`config.mk`:
```
export PLATFORM = sky130hd
export DESIGN_NAME = serial_boot_master_handshake
export DESIGN_NICKNAME = d
export VERILOG_FILES = /design/src/sv/sbm_pkg.sv /design/src/sv/sbm_lane.sv /design/src/sv/sbm_ctrl.sv /design/src/sv/serial_boot_master_handshake.sv
export VERILOG_INCLUDE_DIRS = /design/src /design/src/sv
export SDC_FILE = /design/constraint.sdc
export NUM_CORES = 1
export LEC_CHECK = 0
export BUFFER_PORTS_ARGS = -buffer_cell sky130_fd_sc_hd__buf_2
export CORE_ASPECT_RATIO = 2
export CORE_MARGIN = 3
export CORE_UTILIZATION = 66
export CTS_BUF_LIST = sky130_fd_sc_hd__clkbuf_2
export CTS_CLUSTER_DIAMETER = 120
export DETAILED_ROUTE_END_ITERATION = 12
export PLACE_DENSITY_LB_ADDON = 0.2
export SYNTH_ARGS = -nofsm -noshare
export SYNTH_HDL_FRONTEND = slang
export SYNTH_SLANG_ARGS = --single-unit
```
`constraint.sdc`:
```
create_clock -name clk_i -period 14.2 [get_ports clk_i]
set_input_delay 1.42 -clock clk_i [delete_from_list [all_inputs] [get_ports clk_i]]
set_output_delay 1.42 -clock clk_i [all_outputs]
set_load 0.01 [all_outputs]
```
`src/sv/assert_macros.svh`:
```
// Assertion helpers shared by the RTL of the serial boot master.
`ifndef ASSERT_MACROS_SVH
`define ASSERT_MACROS_SVH

// Property checked at every rising clock edge outside reset.
`define SBM_ASSERT(lbl, clk, rstn, prop, msg) \
  lbl: assert property (@(posedge clk) disable iff (!rstn) (prop)) else $error(msg);

// Boolean condition that must never be seen outside reset.
`define SBM_NEVER(lbl, clk, rstn, cond, msg) \
  `SBM_ASSERT(lbl, clk, rstn, !(cond), msg)

`endif

```
`src/sv/sbm_pkg.sv`:
```
`timescale 1ns / 1ps
package sbm_pkg;

  // Number of slave response channels on the ports.
  localparam int MaxSlaves = 3;
  localparam int NumSlavesDef = 3;

  // Reset values of the configuration registers.
  localparam logic       NormalModeRst   = 1'b1;
  localparam logic [7:0] PaletteRst      = 8'h81;
  localparam logic [7:0] SyncLimitRst    = 8'd128;
  localparam logic [7:0] PaletteLimitRst = 8'd128;

  localparam logic [4:0]  SendsPerAttempt = 5'd16;
  localparam logic [6:0]  HeaderHalves    = 7'd96;
  localparam logic [15:0] SyncWord        = 16'h6200;
  localparam logic [15:0] SlaveSyncWord   = 16'h7200;
  localparam logic [7:0]  HandshakeSeed   = 8'h11;

  typedef enum logic [1:0] {
    CfgNormalMode   = 2'd0,
    CfgPalette      = 2'd1,
    CfgSyncLimit    = 2'd2,
    CfgPaletteLimit = 2'd3
  } cfg_idx_e;

  typedef enum logic [2:0] {
    StBusy      = 3'd0,
    StSuccess   = 3'd1,
    StNoSync    = 3'd2,
    StWrong     = 3'd3,
    StHeader    = 3'd4,
    StPalette   = 3'd5
  } status_e;

  typedef struct packed {
    logic        opcode;
    logic [15:0] resp_slave1;
    logic [15:0] resp_slave2;
    logic [15:0] resp_slave3;
    logic [15:0] header_half;
  } in_item_t;

  typedef struct packed {
    logic [15:0] send_word;
    logic        wait_frame;
    logic [2:0]  status;
    logic [3:0]  found_clients;
    logic [7:0]  handshake_byte;
    logic [7:0]  answer_slave1;
    logic [7:0]  answer_slave2;
    logic [7:0]  answer_slave3;
  } out_item_t;

  // What the controller tells every lane about the current exchange.
  typedef struct packed {
    logic [3:0]  mask;
    logic [15:0] base;
  } lane_ctl_t;

  // What one lane found in its slave's response.
  typedef struct packed {
    logic [3:0] sync_bits;
    logic       exact_ok;
    logic       high_ok;
    logic       pal_hit;
    logic [7:0] answer;
  } lane_res_t;

endpackage

```
`src/sv/sbm_lane.sv`:
```
`timescale 1ns / 1ps
module sbm_lane
  import sbm_pkg::*;
#(
  parameter int LANE = 0
) (
  input  logic [15:0] resp_i,
  input  lane_ctl_t   ctl_i,
  output lane_res_t   res_o
);

  localparam logic [15:0] LaneBit = 16'(1 << (LANE + 1));

  logic present;
  logic high;

  assign present = ctl_i.mask[LANE+1];
  assign high    = (resp_i[15:8] == 8'h73);

  always_comb begin
    res_o.sync_bits = ((resp_i & 16'hFFF0) == SlaveSyncWord) ? resp_i[3:0] : 4'd0;
    res_o.exact_ok  = !present || (resp_i == (ctl_i.base | LaneBit));
    res_o.high_ok   = !present || high;
    res_o.pal_hit   = present && high;
    res_o.answer    = resp_i[7:0];
  end

endmodule

```
`src/sv/sbm_ctrl.sv`:
```
`timescale 1ns / 1ps
`include "assert_macros.svh"
module sbm_ctrl
  import sbm_pkg::*;
(
  input  logic       clk_i,
  input  logic       rst_ni,
  input  logic       fire_i,
  input  logic       opcode_i,
  input  logic [15:0] header_half_i,
  input  logic [7:0] palette_i,
  input  logic [7:0] sync_limit_i,
  input  logic [7:0] palette_limit_i,
  input  lane_res_t  lane_i [MaxSlaves],
  output lane_ctl_t  ctl_o,
  output out_item_t  res_o
);

  typedef enum logic [2:0] {
    PhIdle, PhSync, PhMask, PhHeader, PhConf1, PhConf2, PhPalette, PhHandshake
  } phase_e;

  phase_e     phase_q, phase_d;
  logic [7:0] sync_cnt_q, sync_cnt_d;
  logic [4:0] sends_q, sends_d;
  logic [3:0] mask_q, mask_d;
  logic [6:0] hdr_q, hdr_d;
  logic [3:0] pend_q, pend_d;
  logic [7:0] pal_cnt_q, pal_cnt_d;
  logic [7:0] ans_q [MaxSlaves];
  logic [7:0] ans_d [MaxSlaves];
  logic [7:0] hs_q, hs_d;

  logic       all_exact, all_high;
  logic [3:0] sync_or;
  logic [7:0] hdr_hi;

  // Reduce the lane findings.
  always_comb begin
    all_exact = 1'b1;
    all_high  = 1'b1;
    sync_or   = 4'd0;
    for (int i = 0; i < MaxSlaves; i++) begin
      all_exact = all_exact & lane_i[i].exact_ok;
      all_high  = all_high & lane_i[i].high_ok;
      sync_or   = sync_or | lane_i[i].sync_bits;
    end
  end

  assign hdr_hi = 8'h60 - {1'b0, hdr_q};

  always_comb begin
    ctl_o.mask = mask_q;
    unique case (phase_q)
      PhMask, PhConf2: ctl_o.base = SlaveSyncWord;
      PhHeader:        ctl_o.base = {hdr_hi, 8'h00};
      default:         ctl_o.base = 16'h0000;
    endcase
  end

  always_comb begin
    phase_d   = phase_q;
    sync_cnt_d = sync_cnt_q;
    sends_d   = sends_q;
    mask_d    = mask_q;
    hdr_d     = hdr_q;
    pend_d    = pend_q;
    pal_cnt_d = pal_cnt_q;
    ans_d     = ans_q;
    hs_d      = hs_q;
    res_o     = '0;
    res_o.status = StBusy;

    if (!opcode_i) begin
      phase_d    = PhSync;
      sync_cnt_d = '0;
      sends_d    = '0;
      mask_d     = '0;
      hdr_d      = '0;
      pend_d     = '0;
      pal_cnt_d  = '0;
      for (int i = 0; i < MaxSlaves; i++) ans_d[i] = 8'hFF;
      hs_d       = '0;
      res_o.send_word = SyncWord;
    end else begin
      unique case (phase_q)
        PhSync: begin
          mask_d  = mask_q | sync_or;
          sends_d = sends_q + 5'd1;
          if (sends_d < SendsPerAttempt) begin
            res_o.send_word = SyncWord;
          end else if (mask_d != 4'd0) begin
            phase_d = PhMask;
            res_o.send_word = {12'h610, mask_d};
          end else begin
            sync_cnt_d = sync_cnt_q + 8'd1;
            if (sync_cnt_d >= sync_limit_i) begin
              phase_d = PhIdle;
              res_o.status = StNoSync;
            end else begin
              sends_d = '0;
              res_o.send_word  = SyncWord;
              res_o.wait_frame = 1'b1;
            end
          end
        end
        PhMask: begin
          if (!all_exact) begin
            phase_d = PhIdle;
            res_o.status = StWrong;
          end else begin
            phase_d = PhHeader;
            hdr_d   = '0;
            res_o.send_word = header_half_i;
          end
        end
        PhHeader: begin
          if (!all_exact) begin
            phase_d = PhIdle;
            res_o.status = StHeader;
          end else begin
            hdr_d = hdr_q + 7'd1;
            if (hdr_d < HeaderHalves) begin
              res_o.send_word = header_half_i;
            end else begin
              phase_d = PhConf1;
              res_o.send_word = SyncWord;
            end
          end
        end
        PhConf1: begin
          if (!all_exact) begin
            phase_d = PhIdle;
            res_o.status = StWrong;
          end else begin
            phase_d = PhConf2;
            res_o.send_word = {12'h620, mask_q};
          end
        end
        PhConf2: begin
          if (!all_exact) begin
            phase_d = PhIdle;
            res_o.status = StWrong;
          end else begin
            phase_d   = PhPalette;
            pend_d    = mask_q;
            pal_cnt_d = '0;
            res_o.send_word = {8'h63, palette_i};
          end
        end
        PhPalette: begin
          for (int i = 0; i < MaxSlaves; i++) begin
            if (lane_i[i].pal_hit) begin
              ans_d[i]    = lane_i[i].answer;
              pend_d[i+1] = 1'b0;
            end
          end
          pal_cnt_d = pal_cnt_q + 8'd1;
          if (pend_d == 4'd0) begin
            hs_d    = HandshakeSeed + ans_d[0] + ans_d[1] + ans_d[2];
            phase_d = PhHandshake;
            res_o.send_word = {8'h64, hs_d};
          end else if (pal_cnt_d >= palette_limit_i) begin
            phase_d = PhIdle;
            res_o.status = StPalette;
          end else begin
            res_o.send_word = {8'h63, palette_i};
          end
        end
        PhHandshake: begin
          phase_d = PhIdle;
          if (!all_high) begin
            res_o.status = StWrong;
          end else begin
            res_o.status         = StSuccess;
            res_o.found_clients  = mask_q;
            res_o.handshake_byte = hs_q;
            res_o.answer_slave1  = ans_q[0];
            res_o.answer_slave2  = ans_q[1];
            res_o.answer_slave3  = ans_q[2];
          end
        end
        PhIdle: begin
          phase_d = PhIdle;
        end
      endcase
    end
  end

  always_ff @(posedge clk_i or negedge rst_ni) begin
    if (!rst_ni) begin
      phase_q    <= PhIdle;
      sync_cnt_q <= '0;
      sends_q    <= '0;
      mask_q     <= '0;
      hdr_q      <= '0;
      pend_q     <= '0;
      pal_cnt_q  <= '0;
      for (int i = 0; i < MaxSlaves; i++) ans_q[i] <= 8'hFF;
      hs_q       <= '0;
    end else if (fire_i) begin
      phase_q    <= phase_d;
      sync_cnt_q <= sync_cnt_d;
      sends_q    <= sends_d;
      mask_q     <= mask_d;
      hdr_q      <= hdr_d;
      pend_q     <= pend_d;
      pal_cnt_q  <= pal_cnt_d;
      ans_q      <= ans_d;
      hs_q       <= hs_d;
    end
  end

  // Slaves still owing a palette answer are always a subset of the clients.
  `SBM_NEVER(a_pend_in_mask, clk_i, rst_ni, (pend_q & ~mask_q) != 4'd0,
             "pending mask holds a slave that is not a client")
  // The header counter never runs past the header length.
  `SBM_NEVER(a_hdr_range, clk_i, rst_ni, hdr_q > HeaderHalves,
             "header counter out of range")

endmodule

```
`src/sv/serial_boot_master_handshake.sv`:
```
`timescale 1ns / 1ps
// Serial boot handshake, master side.
// The input channel (in_valid_i / in_ready_o / in_item_i) carries one item per
// serial exchange: opcode 0 starts the handshake, opcode 1 hands over the slave
// responses of the exchange just finished and the next header halfword.
// Every accepted transfer yields exactly one transfer on the output channel
// (out_valid_o / out_ready_i / out_item_o): the next word to send and whether
// to wait a frame first while the status is busy, or a final status.
// A result is offered on the cycle after its item is accepted, unless the output
// register holds a result not being taken; then it waits in the skid entry. An item can be
// accepted in every cycle while in_ready_o is high, so the rate is one item per cycle when the
// receiver does not stall, with the phase controller fed by three slave lanes side by side.
// A two-entry output buffer lets one item be accepted while an earlier result
// still waits; only when both entries are full does in_ready_o fall, and it
// rises again in the cycle after the receiver takes a result.
// Reset leaves the block idle with the configuration registers at their
// defaults (normal mode, palette 0x81, both attempt limits 128). The
// configuration port writes one register per cycle with cfg_we_i high.
module serial_boot_master_handshake
  import sbm_pkg::*;
#(
  parameter int NUM_SLAVES = NumSlavesDef
) (
  input  logic       clk_i,
  input  logic       rst_ni,
  input  logic       in_valid_i,
  output logic       in_ready_o,
  input  in_item_t   in_item_i,
  output logic       out_valid_o,
  input  logic       out_ready_i,
  output out_item_t  out_item_o,
  input  logic       cfg_we_i,
  input  logic [1:0] cfg_idx_i,
  input  logic [7:0] cfg_data_i
);

  // Configuration registers.
  logic       normal_q;
  logic [7:0] palette_q;
  logic [7:0] sync_limit_q;
  logic [7:0] pal_limit_q;

  always_ff @(posedge clk_i or negedge rst_ni) begin
    if (!rst_ni) begin
      normal_q     <= NormalModeRst;
      palette_q    <= PaletteRst;
      sync_limit_q <= SyncLimitRst;
      pal_limit_q  <= PaletteLimitRst;
    end else if (cfg_we_i) begin
      unique case (cfg_idx_e'(cfg_idx_i))
        CfgNormalMode:   normal_q     <= cfg_data_i[0];
        CfgPalette:      palette_q    <= cfg_data_i;
        CfgSyncLimit:    sync_limit_q <= cfg_data_i;
        CfgPaletteLimit: pal_limit_q  <= cfg_data_i;
      endcase
    end
  end

  logic in_fire;
  logic out_fire;

  // Output buffer: the output register and a skid entry behind it.
  logic      out_v_q;
  logic      skid_v_q;
  out_item_t out_q;
  out_item_t skid_q;
  out_item_t res;

  assign in_ready_o  = !skid_v_q;
  assign in_fire     = in_valid_i && in_ready_o;
  assign out_valid_o = out_v_q;
  assign out_item_o  = out_q;
  assign out_fire    = out_v_q && out_ready_i;

  // Slave lanes. Slaves beyond the parameter, and slaves two and three in
  // normal mode, are seen as answering zero.
  logic [15:0] resp_raw [MaxSlaves];
  logic [15:0] resp     [MaxSlaves];
  lane_res_t   lane_res [MaxSlaves];
  lane_ctl_t   lane_ctl;

  assign resp_raw[0] = in_item_i.resp_slave1;
  assign resp_raw[1] = in_item_i.resp_slave2;
  assign resp_raw[2] = in_item_i.resp_slave3;

  for (genvar g = 0; g < MaxSlaves; g++) begin : g_lane
    assign resp[g] = ((g >= NUM_SLAVES) || (normal_q && (g > 0))) ? 16'h0000 : resp_raw[g];

    sbm_lane #(.LANE(g)) u_lane (
      .resp_i (resp[g]),
      .ctl_i  (lane_ctl),
      .res_o  (lane_res[g])
    );
  end

  // Phase controller, which merges the lane findings into the next result.
  sbm_ctrl u_ctrl (
    .clk_i           (clk_i),
    .rst_ni          (rst_ni),
    .fire_i          (in_fire),
    .opcode_i        (in_item_i.opcode),
    .header_half_i   (in_item_i.header_half),
    .palette_i       (palette_q),
    .sync_limit_i    (sync_limit_q),
    .palette_limit_i (pal_limit_q),
    .lane_i          (lane_res),
    .ctl_o           (lane_ctl),
    .res_o           (res)
  );

  logic out_load;
  assign out_load = !out_v_q || out_ready_i;

  always_ff @(posedge clk_i or negedge rst_ni) begin
    if (!rst_ni) begin
      out_v_q  <= 1'b0;
      skid_v_q <= 1'b0;
    end else if (out_load) begin
      if (skid_v_q) begin
        out_v_q  <= 1'b1;
        skid_v_q <= 1'b0;
      end else begin
        out_v_q  <= in_fire;
      end
    end else if (in_fire) begin
      skid_v_q <= 1'b1;
    end
  end

  always_ff @(posedge clk_i) begin
    if (out_load) begin
      if (skid_v_q) begin
        out_q <= skid_q;
      end else if (in_fire) begin
        out_q <= res;
      end
    end else if (in_fire) begin
      skid_q <= res;
    end
  end

  // The skid entry is only ever filled behind a waiting result.
  `SBM_NEVER(a_skid_order, clk_i, rst_ni, skid_v_q && !out_v_q,
             "skid entry holds a result while the output register is empty")
  // After every accepted item, a result is offered in the next cycle.
  `SBM_ASSERT(a_accept_result, clk_i, rst_ni, in_fire |=> out_v_q,
              "accepted transfer produced no result")

endmodule
```
[Yosys cells after proc, flatten, opt, wreduce, memory -nomap -nowiden]
Index checks and enable logic that the tools add are counted.
Word-level totals
  register bits after elaboration: 210
  input bits: 80
  word-level logic and storage cells: 221
Cells by class
  $add $sub $neg: 8
  $lt $le $gt $ge: 4
  equal/unequal tests: 35
  multiplexer cells: 93
  bitwise gates (word level): 8
  reductions and logical operators: 39
Operator list (number)
  $mux 16: 10
  $mux 8: 18
  $mux 56: 2
  $pmux 16 s6: 1
  $mux 36: 2
  $eq 16x16->1: 3
  $mux 24: 2
  $mux 15: 3
  $mux 40: 1
  $mux 3: 13
  $eq 12x11->1 const B: 3
  $mux 4: 9
  $pmux 16 s2: 1
  $mux 5: 5
  $eq 8x7->1 const B: 3
  $mux 7: 3
  $pmux 3 s7: 1
  $add 8x1->8 const B: 2
  $add 8x8->8: 2
  $ge 8x8->1: 2
  $pmux 8 s2: 1
  $reduce_and 2->1: 8
  $pmux 3 s5: 1
  $mux 1: 14
  37 further kinds: 77

[Longest topological paths before layout]
  word-level depth: 13
  depth in mapped cells: 23
  mapped depth without buffers: 21

[Modules after synthesis]
From an unflattened synthesis, not the netlist that was laid out.
Second synthesis, totals
  cells, all modules: 1057
  area, all modules: 11911.4 µm²
Modules (own cells, without submodules)
  sbm_ctrl: times used 1, cells an instance 660, area each 5688.0 µm², sequential area each 1806.7 µm²
  serial_boot_master_handshake: times used 1, cells an instance 274, area each 5285.1 µm², sequential area each 4045.1 µm²
  sbm_lane: times used 3, cells an instance 41, area each 312.8 µm², sequential area each 0.0 µm²

[Worst setup path after synthesis]
Ideal clock, no wire load.
  kind: input-to-reg
  start: input port in_item_i[26] (netlist bit)
  end: register out_q (netlist bit out_item_o[47]) (data pin)
  arrival time: 5.412 ns
  data required time: 13.937 ns
  slack: 8.525 ns
  cell stages on the path: 21
  path buffers: 1
  path through: or4b_2 > nor2_1 > nand3_1 > clkbuf_1 > nand2_1 > o21ai_0 > fa_1 > ha_1 > ha_1 > inv_1 > fa_1 > inv_1 > a21oi_1 > o21bai_1 > a21o_1 > a21oi_1 > xor2_1 > xnor2_1 > a22o_1 > a21oi_1 > o21ai_0
On the way
  cells in the longest elaborated chain, start to end: 12
  elaborated cells between the ends (all ways): 29
  classes of those cells: add/sub: 1; eq/ne: 3; mux: 18; bitwise: 3; reduce/logical: 4
RTL lines
  start, declared: line serial_boot_master_handshake.sv:28  | input in_item_t in_item_i,
  $mux 16 *: line serial_boot_master_handshake.sv:87  | assign resp[g] = ((g >= NUM_SLAVES) || (normal_q && (g > 0))) ? 16'h0000 : resp_raw[g];
  $eq 8x7->1 / $eq 12x11->1 (equally long branches): line sbm_lane.sv:18, sbm_lane.sv:21
  $logic_and 1x1->1 / $mux 4 (equally long branches): line sbm_lane.sv:24, sbm_lane.sv:21
  $mux 8 (tied with other cells): line sbm_ctrl.sv:153  | if (lane_i[i].pal_hit) begin
  $mux 8 (tied with other cells): line sbm_ctrl.sv:86  | unique case (phase_q)
  $mux 8 (tied with other cells): line sbm_ctrl.sv:74  | if (!opcode_i) begin
  $add 8x8->8 (tied with other cells): line sbm_ctrl.sv:160  | hs_d = HandshakeSeed + ans_d[0] + ans_d[1] + ans_d[2];
  $mux 16 (on tied branches): line sbm_ctrl.sv:159, sbm_ctrl.sv:90
  $pmux 16 s6 *: line sbm_ctrl.sv:86
  $mux 16 *: line sbm_ctrl.sv:74
  $mux 56 *: line serial_boot_master_handshake.sv:134  | end else if (in_fire) begin
  $mux 56 *: line serial_boot_master_handshake.sv:132  | if (skid_v_q) begin
  end signal, assigned: line serial_boot_master_handshake.sv:133  | out_q <= skid_q;
  end signal, assigned: line serial_boot_master_handshake.sv:135  | out_q <= res;
  end, declared: line serial_boot_master_handshake.sv:65  | out_item_t out_q;
Mark *: on every way between the ends. The rest lies on a longest branch, timed or not. The select of a mux whose other input is x is not followed.
A chain may end at the register's enable or synchronous reset.

[Worst setup path after layout]
Ends and elaborated chain as after synthesis.

==> results.sh <==
export IMPL_finalMaxSlewViolations=0
export IMPL_final_cells=1422
export IMPL_first_iter_violations=716
export IMPL_internal_power_w=0.000994
export IMPL_worst_setup_path_type="primary input to flip-flop"
export IMPL_power_net_switching_w=0.000505
export IMPL_postSynthCellCount=1045
export IMPL_ys_top_cells_by_area="edfxtp_1, dfrtp_1, mux2_2"
export IMPL_detail_route_wirelength_um=30500
export IMPL_drtPass1Iterations=5
export IMPL_areaGrowthSynthToFinish_pct=10.3
export IMPL_worstSetupEndpointType="flip-flop"
export IMPL_vias=9134
export IMPL_grt_setup_unrepaired="false"
export IMPL_final_cell_area_mm2=0.0128
export IMPL_worstSkewPairLatency_ns=0.81
export IMPL_yosys_area_share_xor_xnor_pct=2.79
export IMPL_dominant_combinational_cell_family_by_area_after_synthesis="simple AND/OR/NAND/NOR gates"
export IMPL_setup_violations=0
export IMPL_gates_resized_cts_repair=0
export IMPL_total_power_w=0.00150
export IMPL_maxSlewHeadroom_pct=29.2
export IMPL_compound_gate_portion_of_the_synthesized_area_pct=14.2
export IMPL_fin_crit_sh_pct=40.1
export IMPL_io_pins=138
export IMPL_fraction_of_final_layout_cells_with_drive_strength_greater_than_1_pct=28.2
export IMPL_achievable_frequency_mhz=176
export IMPL_cts_made_buffers=43
export IMPL_pwr_density_cell_mw_per_mm2=117
export IMPL_multi_input_comb_area_mm2=0.00537
export IMPL_synth_seq_cells=210
export IMPL_hold_viol_final=0
export IMPL_synthesis_nets=1167
export IMPL_postCtsSetupBuffers=0
export IMPL_finClkSkew_ns=0.0659
export IMPL_cts_hold_buffers=0
export IMPL_die_area_mm2=0.0193
export IMPL_run_status="finished, final reports clean"
export IMPL_globalRoute_totalOverflow=0
export IMPL_min_delay_path_class="flip-flop to flip-flop"
export IMPL_fp_row_count=68
export IMPL_max_clock_path_buffers=3
export IMPL_cts_root_buf="clkbuf_2"
export IMPL_cts_htree_levels=2
export IMPL_detail_route_wl_per_cell_um=21.4
export IMPL_placed_cells_incl_taps=1344
export IMPL_fillerInstances=1219
export IMPL_clock_sinks=210
export IMPL_cts_tree="yes"
export IMPL_timing_reg2reg_worst_path_depth=19
export IMPL_power_share_switching_pct=33.7
export IMPL_vdd_drop_max_uv=85.2
export IMPL_place_congestion=0.977
export IMPL_worstPathRequired_ns=14.74
export IMPL_finalSetupTns_ns=0
export IMPL_ys_warnings_count=0
export IMPL_worstMarginPinSlew_ns=1.05
export IMPL_arrival_ns=6.23
export IMPL_pwr_share_clk_pct=24.8
export IMPL_pin_count_of_the_biggest_net_entering_global_routing=64
export IMPL_synth_adder_area_share_pct=4.98
export IMPL_grt_antenna_before_repair=1
export IMPL_critPathLaunchType="primary input"
export IMPL_synth_cell_types=80
export IMPL_synth_cell_area_mm2=0.0116
export IMPL_grt_total_usage_pct=31.6
export IMPL_final_period_minus_worst_setup_slack_ns=5.69
export IMPL_post_route_drc_count=0
export IMPL_power_share_combinational_pct=24.9
export IMPL_layout_nets=1301
export IMPL_cap_violations=0
export IMPL_seqCellArea_mm2=0.00585
export IMPL_power_static_leakage_nw=5.36
export IMPL_detailed_place_hpwl_um=22700
export IMPL_die_w_um=99.8
export IMPL_synth_edf_count=112
export IMPL_wire_length_of_the_first_global_routing_pass_um=47700
export IMPL_post_synth_top_area_share_pct=29.0
export IMPL_post_drt_via_cell_ratio=6.42
export IMPL_critPathMaxFanout=18
export IMPL_detailed_place_area_mm2=0.0124
export IMPL_final_core_util_pct=74.1
export IMPL_synth_top_cell_by_area="edfxtp_1"
export IMPL_power_share_sequential_pct=50.3
export IMPL_reg2reg_setup_slack_ns=8.64
export IMPL_floorplan_initialDensity_pct=67.2
export IMPL_hold_path_cell_count=1
export IMPL_floorplan_core_area_mm2=0.0173
export IMPL_async_reset_ff_share_pct=46.7
export IMPL_die_height_um=194
export IMPL_synth_simple_area_share_pct=15.5
export IMPL_grt_pass1_vias=9296
export IMPL_seq_area_frac_synth_pct=50.4
export IMPL_synth_flop_cell="edfxtp_1"
export IMPL_average_footprint_of_a_synthesized_cell_um2=11.1
export IMPL_buffer_ports_inserted=137
export IMPL_ant_nets=0
export IMPL_synth_mux_area_fraction_pct=8.59
export IMPL_worst_setup_hold_path_clk_slew_ns=0.13
-- power groups by stage --
stage,Combinational [W],Clock (W),Sequential [W]
floorplan,0.000271,0,0.000744
global placement,0.000360,0,0.000762
detailed placement,0.000367,0,0.000765
CTS,0.000369,0.000380,0.000752
global route,0.000404,0.000407,0.000759
finish,0.000373,0.000372,0.000754
-- metrics by stage --
step	hold WS [ns]	worst slack, ns
floorplan	0.465	8.53
global placement	0.475	7.93
detailed placement	0.481	7.76
CTS	0.508	8.61
global route	0.529	8.20
finish	0.509	8.51
-- path summary, 6_finish.rpt --
check	to	from
min in group asynchronous	u_ctrl.sends_q[4]$_DFFE_PN0P_	rst_ni
hold reg to reg	u_ctrl.pend_q[2]$_DFFE_PN0P_	u_ctrl.pend_q[2]$_DFFE_PN0P_
hold / removal	u_ctrl.pend_q[2]$_DFFE_PN0P_	u_ctrl.pend_q[2]$_DFFE_PN0P_
setup / recovery	out_item_o[47]$_DFFE_PP_	in_item_i[26]
max in group asynchronous	u_ctrl.hdr_q[5]$_DFFE_PN0P_	rst_ni
setup reg to reg	out_item_o[47]$_DFFE_PP_	normal_q$_DFFE_PN1P_
-- cell families after synthesis --
kind of cell / count (synthesis)
buf+inv: 100
flops: 210
compound gates: 233
simple gates: 333
mux: 90
xor+xnor: 37
fa+ha+maj: 42
-- Yosys cell counts, drive strengths merged, types with 18 or more instances --
library cell	instances
a21oi	34
a22o	26
and2	44
clkbuf	43
dfrtp	69
dfstp	29
edfxtp	112
ha	35
inv	45
mux2	74
nand2	73
nand3	29
nor2	65
nor3	18
o21ai	59
o22a	22
xnor2	26
-- cell type report --
type / instances / area share, %
flip-flops and latches: 210 / 45.7
multi-input cells: 735 / 41.9
repair buffers: 144 / 5.79
clock buffers: 67 / 2.62
well taps: 210 / 2.05
inverters: 45 / 1.32
clock inverters: 10 / 0.538
diodes: 1 / 0.0196
-- state kept, by name, indices dropped and copies added (netlist names), 5 cells and up --
register           flops
sync_limit_q           8
u_ctrl.hdr_q           7
u_ctrl.ans_q          24
u_ctrl.hs_q            8
u_ctrl.sync_cnt_q      8
skid_q                56
palette_q              8
out_item_o            56
pal_limit_q            8
u_ctrl.sends_q         5
u_ctrl.pal_cnt_q       8
-- layer usage --
layer | part of all wire [%] | GRT usage [%] | up-vias
met5 | 0 | 0 | -
met4 | 7.6 | 21.6 | 0
met3 | 6.6 | 4.37 | 155
met2 | 53 | 56.3 | 473
met1 | 33 | 33.5 | 4336
li1 | - | - | 4170
-- critical path, cell delays in order --
cell and delay [ns]:
buf_2 0.12, or4b_2 0.68, nor2_1 0.18, nand3_1 0.51
o21ai_0 0.53, fa_1 0.47, ha_1 0.30, ha_1 0.16
inv_1 0.05, fa_1 0.39, inv_1 0.07, a21oi_1 0.06
o21bai_1 0.20, a21o_1 0.16, a21oi_1 0.08, xor2_1 0.17
xnor2_1 0.17, a22o_1 0.21, a21oi_1 0.18, o21ai_0 0.12
-- cell usage in the layout, fill, tap and decap left out, drive strengths merged, types with 35 or more instances in the layout --
cell	count
clkbuf	67
o21ai	59
nand2	73
mux2	74
edfxtp	112
dfrtp	69
and2	44
buf	144
ha	35
nor2	65
inv	46
Power figures use the tool's default switching activity.
